$ cat config.mk
export PLATFORM = sky130hd
export DESIGN_NAME = size_or_timeout_batch_queue_top
export DESIGN_NICKNAME = d
export VERILOG_FILES = /design/src/rtl/core/sotbq_pkg.sv /design/src/rtl/core/sotbq_ctrl.sv /design/src/rtl/core/sotbq_dp.sv /design/src/rtl/core/size_or_timeout_batch_queue_top.sv
export SDC_FILE = /design/constraint.sdc
export NUM_CORES = 2
export LEC_CHECK = 0
export BUFFER_PORTS_ARGS = -buffer_cell sky130_fd_sc_hd__buf_4
export CAP_MARGIN = 10
export CORE_UTILIZATION = 45
export DETAILED_ROUTE_END_ITERATION = 8
export PLACE_DENSITY = 0.58
export SYNTH_ARGS = -nofsm -noshare
export SYNTH_HDL_FRONTEND = slang
export SYNTH_SLANG_ARGS = --single-unit
$ cat constraint.sdc
create_clock -name i_clk -period 12.05 [get_ports i_clk]
set_clock_uncertainty 0.2 [all_clocks]
set_input_delay 1.205 -clock i_clk [delete_from_list [all_inputs] [get_ports i_clk]]
set_output_delay 1.205 -clock i_clk [all_outputs]
set_load 0.05 [all_outputs]
$ cat src/rtl/core/sotbq_pkg.sv
package sotbq_pkg;

    typedef enum logic [2:0] {
        CMD_ENQUEUE    = 3'd0,
        CMD_POLL       = 3'd1,
        CMD_FLUSH_PEER = 3'd2,
        CMD_FLUSH_ALL  = 3'd3,
        CMD_TICK       = 3'd4,
        CMD_STATS      = 3'd5
    } t_command;

    localparam logic [2:0] ST_QUEUED   = 3'd0;
    localparam logic [2:0] ST_SEND_NOW = 3'd1;
    localparam logic [2:0] ST_RELEASED = 3'd2;
    localparam logic [2:0] ST_NOTHING  = 3'd3;
    localparam logic [2:0] ST_STATS    = 3'd4;

    localparam logic CFG_BATCH_DELAY = 1'b0;
    localparam logic CFG_BATCH_LIMIT = 1'b1;

    localparam logic [15:0] DELAY_RESET   = 16'd50;
    localparam logic [4:0]  LIMIT_RESET   = 5'd10;
    localparam int          DIV_STEPS     = 32;
    localparam logic [7:0]  SAVINGS_MAX   = 8'd80;
    localparam logic [3:0]  SAVINGS_KNEE  = 4'd9;
    localparam logic [7:0]  SAVINGS_SCALE = 8'd10;

    typedef enum logic [3:0] {
        S_IDLE,
        S_ENQ,
        S_RD_POLL,
        S_POLL_CHK,
        S_RD,
        S_EMIT,
        S_FIN,
        S_NONE,
        S_DIV,
        S_STATS
    } t_state;

    typedef struct packed {
        logic latch;
        logic tick;
        logic enq_do;
        logic poll_count;
        logic idx_inc;
        logic walk_step;
        logic walk_end;
        logic push_nothing;
        logic div_start;
        logic div_step;
        logic stats_push;
    } t_dp_cmd;

    typedef struct packed {
        logic out_free;
        logic count_zero;
        logic last_idx;
        logic poll_due;
        logic step_stall;
        logic div_done;
    } t_dp_sts;

endpackage

$ cat src/rtl/core/sotbq_ctrl.sv
module sotbq_ctrl
    import sotbq_pkg::*;
(
    input  logic          i_clk,
    input  logic          i_rst_n,
    input  logic          i_valid,
    input  logic [2:0]    i_command,
    output logic          o_ready,
    input  t_dp_sts       i_sts,
    output t_dp_cmd       o_cmd
);

    t_state r_state;
    t_state n_state;

    always_ff @(posedge i_clk) begin
        if (!i_rst_n) begin
            r_state <= S_IDLE;
        end else begin
            r_state <= n_state;
        end
    end

    always_comb begin
        n_state = r_state;
        o_cmd   = '0;
        o_ready = 1'b0;
        case (r_state)
            S_IDLE: begin
                o_ready = 1'b1;
                if (i_valid) begin
                    o_cmd.latch = 1'b1;
                    case (i_command)
                        CMD_ENQUEUE:    n_state = S_ENQ;
                        CMD_POLL:       n_state = i_sts.count_zero ? S_NONE : S_RD_POLL;
                        CMD_FLUSH_PEER: n_state = i_sts.count_zero ? S_NONE : S_RD;
                        CMD_FLUSH_ALL:  n_state = i_sts.count_zero ? S_NONE : S_RD;
                        CMD_TICK:       o_cmd.tick = 1'b1;
                        CMD_STATS: begin
                            o_cmd.div_start = 1'b1;
                            n_state = S_DIV;
                        end
                        default: ;
                    endcase
                end
            end
            S_ENQ: begin
                if (i_sts.out_free) begin
                    o_cmd.enq_do = 1'b1;
                    n_state = S_IDLE;
                end
            end
            S_RD_POLL: n_state = S_POLL_CHK;
            S_POLL_CHK: begin
                if (i_sts.poll_due) begin
                    o_cmd.poll_count = 1'b1;
                    n_state = S_EMIT;
                end else begin
                    n_state = S_NONE;
                end
            end
            S_RD: n_state = S_EMIT;
            S_EMIT: begin
                if (!i_sts.step_stall) begin
                    o_cmd.walk_step = 1'b1;
                    if (i_sts.last_idx) begin
                        n_state = S_FIN;
                    end else begin
                        o_cmd.idx_inc = 1'b1;
                        n_state = S_RD;
                    end
                end
            end
            S_FIN: begin
                if (i_sts.out_free) begin
                    o_cmd.walk_end = 1'b1;
                    n_state = S_IDLE;
                end
            end
            S_NONE: begin
                if (i_sts.out_free) begin
                    o_cmd.push_nothing = 1'b1;
                    n_state = S_IDLE;
                end
            end
            S_DIV: begin
                if (i_sts.div_done) begin
                    n_state = S_STATS;
                end else begin
                    o_cmd.div_step = 1'b1;
                end
            end
            S_STATS: begin
                if (i_sts.out_free) begin
                    o_cmd.stats_push = 1'b1;
                    n_state = S_IDLE;
                end
            end
            default: n_state = S_IDLE;
        endcase
    end

endmodule

$ cat src/rtl/core/sotbq_dp.sv
module sotbq_dp
    import sotbq_pkg::*;
#(
    parameter int QUEUE_DEPTH = 16
)
(
    input  logic                i_clk,
    input  logic                i_rst_n,
    input  t_dp_cmd             i_cmd,
    output t_dp_sts             o_sts,
    input  logic [2:0]          i_command,
    input  logic [31:0]         i_peer_key,
    input  logic [31:0]         i_payload_handle,
    input  logic                i_urgent,
    input  logic                i_cfg_valid,
    input  logic                i_cfg_index,
    input  logic [15:0]         i_cfg_data,
    input  logic                i_ready,
    output logic                o_valid,
    output logic [2:0]          o_status,
    output logic [3:0]          o_slot_index,
    output logic [31:0]         o_out_peer,
    output logic [31:0]         o_out_handle,
    output logic                o_last_of_run,
    output logic [4:0]          o_pending_now,
    output logic [31:0]         o_batch_total,
    output logic signed [7:0]   o_savings_percent
);

    localparam int AW = (QUEUE_DEPTH > 1) ? $clog2(QUEUE_DEPTH) : 1;
    localparam int CW = $clog2(QUEUE_DEPTH + 1);
    localparam logic [CW-1:0] DEPTH_C = CW'(QUEUE_DEPTH);

    typedef struct packed {
        logic [31:0] peer;
        logic [31:0] handle;
        logic [31:0] stamp;
    } t_entry;

    t_entry r_mem [QUEUE_DEPTH];
    t_entry r_rd_entry;

    logic [15:0]   r_delay;
    logic [4:0]    r_limit;
    logic [CW-1:0] r_count;
    logic [CW-1:0] r_idx;
    logic [CW-1:0] r_wr;
    logic [31:0]   r_time;
    logic [31:0]   r_enq_total;
    logic [31:0]   r_batches;
    logic [2:0]    r_cmd;
    logic [31:0]   r_key;
    logic [31:0]   r_handle;
    logic          r_urgent;
    logic          r_have;
    logic [31:0]   r_held_peer;
    logic [31:0]   r_held_handle;
    logic [32:0]   r_rem;
    logic [31:0]   r_quo;
    logic [32:0]   r_divisor;
    logic [5:0]    r_div_cnt;

    logic          r_o_valid;
    logic [2:0]    r_o_status;
    logic [3:0]    r_o_slot;
    logic [31:0]   r_o_peer;
    logic [31:0]   r_o_handle;
    logic          r_o_last;
    logic [4:0]    r_o_pending;
    logic [31:0]   r_o_total;
    logic [7:0]    r_o_savings;

    logic          out_free;
    logic          full;
    logic          match;
    logic [31:0]   elapsed;
    logic          mem_we;
    logic [AW-1:0] mem_waddr;
    t_entry        mem_wdata;
    logic [33:0]   trial;
    logic          trial_ge;
    logic [7:0]    savings;

    logic          push;
    logic [2:0]    n_status;
    logic [3:0]    n_slot;
    logic [31:0]   n_peer;
    logic [31:0]   n_handle;
    logic          n_last;

    assign out_free = !r_o_valid || i_ready;
    assign full     = ({3'b0, r_count} >= {3'b0, r_limit}) || (r_count >= DEPTH_C);
    assign match    = (r_cmd != CMD_FLUSH_PEER) || (r_rd_entry.peer == r_key);
    assign elapsed  = r_time - r_rd_entry.stamp;
    assign trial    = {r_rem, r_quo[31]};
    assign trial_ge = trial >= {1'b0, r_divisor};

    always_comb begin
        if (r_enq_total == 32'd0) begin
            savings = 8'd0;
        end else if (r_quo >= 32'(SAVINGS_KNEE)) begin
            savings = SAVINGS_MAX;
        end else begin
            savings = 8'({4'b0, r_quo[3:0]} * SAVINGS_SCALE) - SAVINGS_SCALE;
        end
    end

    assign o_sts.out_free   = out_free;
    assign o_sts.count_zero = (r_count == '0);
    assign o_sts.last_idx   = ((r_idx + CW'(1)) == r_count);
    assign o_sts.poll_due   = !((elapsed < {16'b0, r_delay}) && !full);
    assign o_sts.step_stall = match && r_have && !out_free;
    assign o_sts.div_done   = (r_div_cnt == 6'(DIV_STEPS));

    always_comb begin
        mem_we    = 1'b0;
        mem_waddr = r_count[AW-1:0];
        mem_wdata = r_rd_entry;
        if (i_cmd.enq_do && !(r_urgent || full)) begin
            mem_we    = 1'b1;
            mem_wdata = '{peer: r_key, handle: r_handle, stamp: r_time};
        end else if (i_cmd.walk_step && !match) begin
            mem_we    = 1'b1;
            mem_waddr = r_wr[AW-1:0];
        end
    end

    always_ff @(posedge i_clk) begin
        if (mem_we) begin
            r_mem[mem_waddr] <= mem_wdata;
        end
        r_rd_entry <= r_mem[r_idx[AW-1:0]];
    end

    // Result selection for the output register.
    always_comb begin
        push     = 1'b0;
        n_status = ST_NOTHING;
        n_slot   = 4'd0;
        n_peer   = 32'd0;
        n_handle = 32'd0;
        n_last   = 1'b1;
        if (i_cmd.enq_do) begin
            push = 1'b1;
            if (r_urgent || full) begin
                n_status = ST_SEND_NOW;
            end else begin
                n_status = ST_QUEUED;
                n_slot   = 4'(r_count);
            end
        end else if (i_cmd.walk_step && match && r_have) begin
            push     = 1'b1;
            n_status = ST_RELEASED;
            n_peer   = r_held_peer;
            n_handle = r_held_handle;
            n_last   = 1'b0;
        end else if (i_cmd.walk_end && r_have) begin
            push     = 1'b1;
            n_status = ST_RELEASED;
            n_peer   = r_held_peer;
            n_handle = r_held_handle;
        end else if (i_cmd.walk_end || i_cmd.push_nothing) begin
            push = 1'b1;
        end else if (i_cmd.stats_push) begin
            push     = 1'b1;
            n_status = ST_STATS;
        end
    end

    always_ff @(posedge i_clk) begin
        if (push) begin
            r_o_status  <= n_status;
            r_o_slot    <= n_slot;
            r_o_peer    <= n_peer;
            r_o_handle  <= n_handle;
            r_o_last    <= n_last;
            r_o_pending <= i_cmd.stats_push ? 5'(r_count) : 5'd0;
            r_o_total   <= i_cmd.stats_push ? r_batches : 32'd0;
            r_o_savings <= i_cmd.stats_push ? savings : 8'd0;
        end
        if (i_cmd.latch) begin
            r_cmd    <= i_command;
            r_key    <= i_peer_key;
            r_handle <= i_payload_handle;
            r_urgent <= i_urgent;
        end
        if (i_cmd.walk_step && match) begin
            r_held_peer   <= r_rd_entry.peer;
            r_held_handle <= r_rd_entry.handle;
        end
        if (i_cmd.div_start) begin
            r_rem     <= 33'd0;
            r_quo     <= r_enq_total;
            r_divisor <= {1'b0, r_batches} + 33'd1;
        end else if (i_cmd.div_step) begin
            r_rem <= trial_ge ? 33'(trial - {1'b0, r_divisor}) : trial[32:0];
            r_quo <= {r_quo[30:0], trial_ge};
        end
    end

    always_ff @(posedge i_clk) begin
        if (!i_rst_n) begin
            r_o_valid   <= 1'b0;
            r_delay     <= DELAY_RESET;
            r_limit     <= LIMIT_RESET;
            r_count     <= '0;
            r_idx       <= '0;
            r_wr        <= '0;
            r_time      <= 32'd0;
            r_enq_total <= 32'd0;
            r_batches   <= 32'd0;
            r_have      <= 1'b0;
            r_div_cnt   <= 6'd0;
        end else begin
            if (push) begin
                r_o_valid <= 1'b1;
            end else if (i_ready) begin
                r_o_valid <= 1'b0;
            end
            if (i_cfg_valid) begin
                if (i_cfg_index == CFG_BATCH_DELAY) begin
                    r_delay <= i_cfg_data;
                end else begin
                    r_limit <= i_cfg_data[4:0];
                end
            end
            if (i_cmd.latch) begin
                r_idx  <= '0;
                r_wr   <= '0;
                r_have <= 1'b0;
            end
            if (i_cmd.idx_inc) begin
                r_idx <= r_idx + CW'(1);
            end
            if (i_cmd.tick) begin
                r_time <= r_time + 32'd1;
            end
            if (i_cmd.enq_do && !(r_urgent || full)) begin
                r_count     <= r_count + CW'(1);
                r_enq_total <= r_enq_total + 32'd1;
            end
            if (i_cmd.poll_count) begin
                r_batches <= r_batches + 32'd1;
            end
            if (i_cmd.walk_step) begin
                if (match) begin
                    r_have <= 1'b1;
                end else begin
                    r_wr <= r_wr + CW'(1);
                end
            end
            if (i_cmd.walk_end) begin
                r_count <= r_wr;
                r_have  <= 1'b0;
            end
            if (i_cmd.div_start) begin
                r_div_cnt <= 6'd0;
            end else if (i_cmd.div_step) begin
                r_div_cnt <= r_div_cnt + 6'd1;
            end
        end
    end

    assign o_valid           = r_o_valid;
    assign o_status          = r_o_status;
    assign o_slot_index      = r_o_slot;
    assign o_out_peer        = r_o_peer;
    assign o_out_handle      = r_o_handle;
    assign o_last_of_run     = r_o_last;
    assign o_pending_now     = r_o_pending;
    assign o_batch_total     = r_o_total;
    assign o_savings_percent = $signed(r_o_savings);

endmodule

$ cat src/rtl/core/size_or_timeout_batch_queue_top.sv
// Batching queue for outgoing message handles, released by size or by age.
// Commands enter on the input channel (i_valid / o_ready); each transaction
// carries a command, a peer key, a payload handle and an urgent flag.
// Results leave on the output channel (o_valid / i_ready), one transaction
// per result, with o_last_of_run marking the final result of a command.
// Configuration writes (batch delay, batch limit) use their own, always
// ready channel. The user must make them while the queue is idle; the
// block does not enforce it. One command is worked on at a time. Tick
// finishes in the idle state; enqueue waits in its own state for a free
// output register. Poll and the flushes walk the stored entries through
// a single-port read of the entry memory, a read state and then an emit
// state per entry. Stats runs a bit-serial divider of 32 steps.
// Reset clears the pending count, the time, both counters and the output
// valid; entry storage is not cleared since only written slots are read.
// When the receiver stalls, the finished result waits in the output
// register and the command sequencer pauses until that register frees.
module size_or_timeout_batch_queue_top
    import sotbq_pkg::*;
#(
    parameter int QUEUE_DEPTH = 16
)
(
    input  logic              i_clk,
    input  logic              i_rst_n,
    input  logic              i_valid,
    output logic              o_ready,
    input  logic [2:0]        i_command,
    input  logic [31:0]       i_peer_key,
    input  logic [31:0]       i_payload_handle,
    input  logic              i_urgent,
    input  logic              i_cfg_valid,
    output logic              o_cfg_ready,
    input  logic              i_cfg_index,
    input  logic [15:0]       i_cfg_data,
    output logic              o_valid,
    input  logic              i_ready,
    output logic [2:0]        o_status,
    output logic [3:0]        o_slot_index,
    output logic [31:0]       o_out_peer,
    output logic [31:0]       o_out_handle,
    output logic              o_last_of_run,
    output logic [4:0]        o_pending_now,
    output logic [31:0]       o_batch_total,
    output logic signed [7:0] o_savings_percent
);

    t_dp_cmd dp_cmd;
    t_dp_sts dp_sts;

    // Register writes are taken in any cycle.
    assign o_cfg_ready = 1'b1;

    sotbq_ctrl u_ctrl (
        .i_clk     (i_clk),
        .i_rst_n   (i_rst_n),
        .i_valid   (i_valid),
        .i_command (i_command),
        .o_ready   (o_ready),
        .i_sts     (dp_sts),
        .o_cmd     (dp_cmd)
    );

    sotbq_dp #(
        .QUEUE_DEPTH (QUEUE_DEPTH)
    ) u_dp (
        .i_clk             (i_clk),
        .i_rst_n           (i_rst_n),
        .i_cmd             (dp_cmd),
        .o_sts             (dp_sts),
        .i_command         (i_command),
        .i_peer_key        (i_peer_key),
        .i_payload_handle  (i_payload_handle),
        .i_urgent          (i_urgent),
        .i_cfg_valid       (i_cfg_valid),
        .i_cfg_index       (i_cfg_index),
        .i_cfg_data        (i_cfg_data),
        .i_ready           (i_ready),
        .o_valid           (o_valid),
        .o_status          (o_status),
        .o_slot_index      (o_slot_index),
        .o_out_peer        (o_out_peer),
        .o_out_handle      (o_out_handle),
        .o_last_of_run     (o_last_of_run),
        .o_pending_now     (o_pending_now),
        .o_batch_total     (o_batch_total),
        .o_savings_percent (o_savings_percent)
    );

endmodule

; ---- Word level (Yosys, flattened, before mapping)
; Memory sizes are Yosys's and may differ from the RTL's. A register that Yosys moved wholly into a read port is not among the register bits.
; Index checks and enable logic that the tools add are counted.
[totals]
out_inout_bits = 120
ramBits = 1536
reg_bits = 491
elab_cells = 179
mem_count = 1
input_bits = 90
[op_classes]
n_reduce_logical = 36
muxes = 68
mul = 1
n_eq_ne = 23
addsub = 11
bitwise = 4
n_lt_le_gt_ge = 5
[mem_list]
columns = memory, depth, width, rd, rd_clocked_by_memory_dff, wr, line
row1 = u_dp.r_mem, 16, 96, 1, 1, 1, sotbq_dp.sv:40  ; t_entry r_mem [QUEUE_DEPTH];
[ops]
columns = op, n
row1 = two-way mux 32 bit, 6
row2 = adder 32 x 1 -> 32 bit (second input constant), 3
row3 = two-way mux 96 bit, 1
row4 = two-way mux 5 bit, 7
row5 = greater-or-equal comparator 34 x 33 -> 1 bit, 1
row6 = adder 32 x 1 -> 33 bit (second input constant), 1
row7 = two-way mux 33 bit, 1
row8 = subtractor 33 bit, 1
row9 = equality test 32 bit, 1
row10 = greater-or-equal comparator 32 x 4 -> 1 bit (second input constant), 1
row11 = zero test 32 bit, 1
row12 = < comparator 32 x 16 -> 1 bit, 1
row13 = subtractor 32 bit, 1
row14 = two-way mux 1 bit, 31
row15 = case mux 4 bit (7 select lines), 1
row16 = two-way mux 4 bit, 6
row17 = two-way mux 3 bit, 6
row18 = equality test 4 x 3 -> 1 bit (second input constant), 4
row19 = case mux 4 bit (4 select lines), 1
row20 = adder 5 x 1 -> 5 bit (second input constant), 3
row21 = two-way mux 2 bit, 7
row22 = OR reduction 2 bit, 5
row23 = equality test 4 x 2 -> 1 bit (second input constant), 2
row24 = equality test 4 bit (second input constant), 2
row25 = 28 further kinds, 54

; ---- Depth between registers and ports, before layout
[logic_depth]
depth_word = 11
mapped_depth = 24
mapped_depth_nobuf = 21

; ---- Hierarchy
; From an unflattened synthesis, not the netlist that was laid out.
[unflattened]
hier_cells = 4710
area_unflattened_um2 = 84033.1
[modules_own_cells]
columns = module, cells_per_inst, area_per_inst_um2, seq_area_each_um2, n_inst
row1 = sotbq_dp, 4634, 83528.9, 60908.4, 1
row2 = sotbq_ctrl, 74, 493.0, 80.1, 1
row3 = size_or_timeout_batch_queue_top, 2, 11.3, 0.0, 1

; ---- Least setup slack after synthesis
; No wires, ideal clock.
[synth_path]
kind = in2reg
startpoint = input port i_ready
endpoint = register u_dp.r_o_total[0], in the netlist u_dp.o_batch_total[0] (enable)
t_arrival_ps = 9388
required_time_ps = 11099
setup_time_ps = 751
n_path_buf = 0
path_slack_ps = 1711
cell_stages = 2
path_cell_list = nor2b_1 > o21ai_0
[synth_via]
elab_chain_cells = 9
elab_cells_between_ends = 19
classes_between = mux (12) / reduce/logical (7)
[synth_lines]
columns = element, line
row1 = from (decl), size_or_timeout_batch_queue_top.sv:36  ; input logic i_ready,
row2 = logical OR 1 bit (*), sotbq_dp.sv:91  ; assign out_free = !r_o_valid || i_ready;
row3 = branches (longest 7 deep; another with two-way mux 1 bit), --
row4 = two-way mux 1 bit (*), sotbq_dp.sv:143  ; if (i_cmd.enq_do) begin
row5 = net u_dp.push, sotbq_dp.sv:84  ; logic push;
row6 = to (signal assigned), sotbq_dp.sv:178  ; r_o_total <= i_cmd.stats_push ? r_batches : 32'd0;
row7 = to (decl), sotbq_dp.sv:70  ; logic [31:0] r_o_total;
; Mark *: on every way through the listed nets, which the timed path passes.
; A chain may end at the register's enable or synchronous reset.

; ---- Worst setup path after layout
[layout_path]
startpoint = register u_dp.r_time[0]
endpoint = register u_dp.r_batches[0]
[layout_via]
elab_chain_cells = 5
[layout_lines]
columns = element, line
row1 = from (decl), sotbq_dp.sv:48  ; logic [31:0] r_time;
row2 = from (signal assigned), sotbq_dp.sv:236  ; r_time <= r_time + 32'd1;
row3 = subtractor 32 bit, sotbq_dp.sv:94  ; assign elapsed = r_time - r_rd_entry.stamp;
row4 = < comparator 32 x 16 -> 1 bit, sotbq_dp.sv:111  ; assign o_sts.poll_due = !((elapsed < {16'b0, r_delay}) && !full);
row5 = logical AND 1 bit, sotbq_dp.sv:111
row6 = two-way mux 1 bit, sotbq_ctrl.sv:55  ; if (i_sts.poll_due) begin
row7 = two-way mux 1 bit, sotbq_ctrl.sv:28  ; case (r_state)
row8 = to (signal assigned), sotbq_dp.sv:243  ; r_batches <= r_batches + 32'd1;
row9 = to (decl), sotbq_dp.sv:50  ; logic [31:0] r_batches;
; No other way between the ends.

==> results.toml <==
[finish]
layout-drive-gt1-share_pct = 22.4
fin_nets = 5284
utilization_pct = 51.8
nFillCells = 14900
area_growth_pct = 14.1

[clocking]
cts_tree = "yes"
clock_path_buffers = 3
clock_sinks = 2122
path_clk_slew_ns = 0.06
postCtsSetupRepairBufs = 0
cts_max_level = 4
cts-root-buf = "clkbuf_16"
numCtsBuffers = 212
cts-hold-fix-buffers = 0
clk_latency_ns = 0.86
cts_resized = 0

[grt]
grt-ovfl-total = 0
grt_pass1_vias = 44300
grt_pass1_wl_um = 299000
antenna_found_initial = 9
track_usage_pct = 21.3
grt_max_degree = 131

[die]
coreArea_mm2 = 0.186
rows = 158
pin_count = 210
die-height_um = 435
die_w_um = 435
die_area_mm2 = 0.189
initial_core_util_pct = 45.4

[logic_synthesis]
ys_ff_latch = 2122
netlist_top_cells_area = "edfxtp_1 66%, mux4_2 13%, dfxtp_1 6.5%, nand2_1 2.0%, ha_1 1.5%"
synth_top_area_share_pct = 65.7
synth_edf_count = 1849
post_synth.cell_area_avg_um2 = 17.6
synth.distinct_cells = 86
yosysSeqAreaShare_pct = 72.2
postSynthCellCount = 4799
synth_top_cell_by_area = "edfxtp_1"
synth_commonest_cells = "1849 x edfxtp_1, 480 x mux4_2, 441 x nand2_1"
synth_fp_nets = 4992
yosysWarnings = 0
async_flop_share_pct = 0
synth_most_common_cell = "edfxtp_1"
ys.flop_type = "edfxtp_1"
synth_area_mm2 = 0.0845

[timing]
hold_viol = 0
rsz0062_at_grt = "no"
finalSetupViolations = 0
finalSetupTns_ns = 0
finalCritPeriodShare_pct = 50.4
fmax_mhz = 165
hold_ws_ns = 0.233
slew_viol_final = 0
tightest_slew_ns = 1.12
min_period_ns = 6.07
timing.slew.headroom_pct = 24.5

[worst_setup_path]
endpoint_kind = "flip-flop"
path_cells = "inv_1 > ha_1 > fa_1 > nand2b_1 > a21oi_1 > o21ai_4 > nor3_2 > nor2_1 > o21ai_0 > xor2_1 > ha_1 > and4_1 > a2111oi_0 > o211ai_1 > a211o_1 > nor4_1 > o2111ai_1 > and4b_2 > nor2_1 > mux2i_1"
crit_fanout = 53
required_ns = 12.57
cp_slowest_cell = "and4b_2"
critPathArrivalTime_ns = 6.58
path_class = "reg2reg"
start_kind = "flip-flop"
cpPeakStageDelay_ns = 1.03

[route]
viasPerCell = 5.66
drt_iter0_drc = 4112
first_pass_iters = 7
num_vias = 43900
remaining_drc_errors = 0
wire_per_inst_um = 26.1
routed_wl_um = 202000
ant_nets = 0

[outcome]
status = "complete, no violations"

[place]
io_buffers = 207
dp_hpwl_um = 106000
gp_congestion = 0.892

[power_and_ir_drop]
vdd_drop_max_uv = 120
leakage_nw = 31.5
power.density_mw_per_mm2 = 198

[run]
maxCapViolCount = 0

[worst_hold_path]
hold_path_class = "reg2reg"
-- worst max-delay path, delay by kind of cell (launching register included) --
| family | cells | cell delay (ns) |
|---|---|---|
| xor gates and xnor gates | 1 | 0.19 |
| AOI/OAI and AO/OA | 7 | 1.74 |
| adders and majority gates | 3 | 0.90 |
| DFF | 1 | 0.42 |
| buffers and inverters | 1 | 0.09 |
| and+or+nand+nor | 7 | 2.18 |
| muxes | 1 | 0.18 |
-- registers in the layout, summed over array words and instances, names as in the netlist, 6 cells and up --
signal,count
u_dp.r_held_peer,32
u_dp.o_batch_total,32
u_dp.o_out_peer,32
u_dp.r_handle,32
u_dp.r_div_cnt,6
u_dp.r_rem,33
u_dp.o_out_handle,32
u_dp.r_delay,16
u_dp.o_savings_percent,7
u_dp.r_key,32
u_dp.r_rd_entry,96
u_dp.r_batches,32
u_dp.r_mem,1536
u_dp.r_divisor,33
u_dp.r_quo,32
u_dp.r_time,32
u_dp.r_held_handle,32
u_dp.r_enq_total,32
-- logic make-up after synthesis --
logic type / after synthesis / share of synthesized area (%)
compound gates: 452 / 3.35
xor+xnor: 176 / 1.82
fa+ha+maj: 103 / 1.55
buf+inv: 349 / 1.61
flops: 2122 / 72.2
mux: 534 / 13.5
other cells: 2 / 0.00889
simple gates: 1061 / 5.99
-- where the power goes --
group          switching (mW)  internal [mW]  total, mW
clock                    2.83           3.76       6.59
sequential              0.263           9.05       9.32
combinational            2.20          0.993       3.19
-- area by class of cell --
class                      count  area [um^2]  area share (%)
timing repair buffer         297         2440            2.53
clock buffer                 297         5950            6.17
multi-input combinational   2328        22300            23.2
sequential                  2122        61000            63.3
tap                         2480         3100            3.22
clock inverter               108         1120            1.16
inverter                     130          492           0.510
antenna                        1         2.50         0.00259
-- metal layers --
metal,track usage (%),part of all wire [%],vias up
li1,-,-,19400
met1,30.9,45,23000
met2,34.1,48,1234
met3,3.33,5.4,285
met4,4.80,2.0,2
met5,0,0.0074,-
-- stage by stage --
| stage | cell area [um^2] | std cells | total power, mW | worst slack [ns] |
|---|---|---|---|---|
| 4_1_cts | 96400 | 7762 | 19.3 | 6.10 |
| 3_3_place_gp | 89400 | 7357 | 12.6 | 6.36 |
| 6_report | 96400 | 7763 | 19.1 | 5.98 |
| 3_5_place_dp | 89400 | 7357 | 12.7 | 6.15 |
| 5_1_grt | 96400 | 7762 | 19.8 | 5.62 |
| 2_1_floorplan | 84500 | 4799 | 11.6 | 1.71 |
-- path summary, 6_finish.rpt --
path              depth (start not counted)                              end  slack [ns]                         from
hold reg to reg                           0  u_dp.r_held_handle[6]$_DFFE_PP_        0.23  u_dp.r_rd_entry[38]$_DFF_P_
setup reg to reg                         20   u_dp.r_batches[0]$_SDFFE_PN0P_        5.98  u_dp.r_time[0]$_SDFFE_PN0P_
hold / removal                            0  u_dp.r_held_handle[6]$_DFFE_PP_        0.23  u_dp.r_rd_entry[38]$_DFF_P_
setup / recovery                         20   u_dp.r_batches[0]$_SDFFE_PN0P_        5.98  u_dp.r_time[0]$_SDFFE_PN0P_
-- placed cells by master, fill, tap and decap left out, drive strengths merged, types with 28 or more instances in the layout --
master / Yosys / layout
and2: 107 / 107
nor2: 185 / 185
inv: 130 / 134
edfxtp: 1849 / 1849
xor2: 109 / 109
clkinv: 0 / 81
mux2: 29 / 29
nand2b: 36 / 36
nand2: 441 / 441
xnor2: 67 / 67
nand3: 67 / 67
o21ai: 130 / 130
nor3: 35 / 35
clkbuf: 172 / 297
nand4: 29 / 29
nor4: 44 / 44
and3: 28 / 28
dfxtp: 273 / 273
a21oi: 149 / 149
a21o: 29 / 29
mux4: 480 / 480
ha: 100 / 100
buf: 47 / 297
Note: power is estimated with default switching activity, not from simulation.
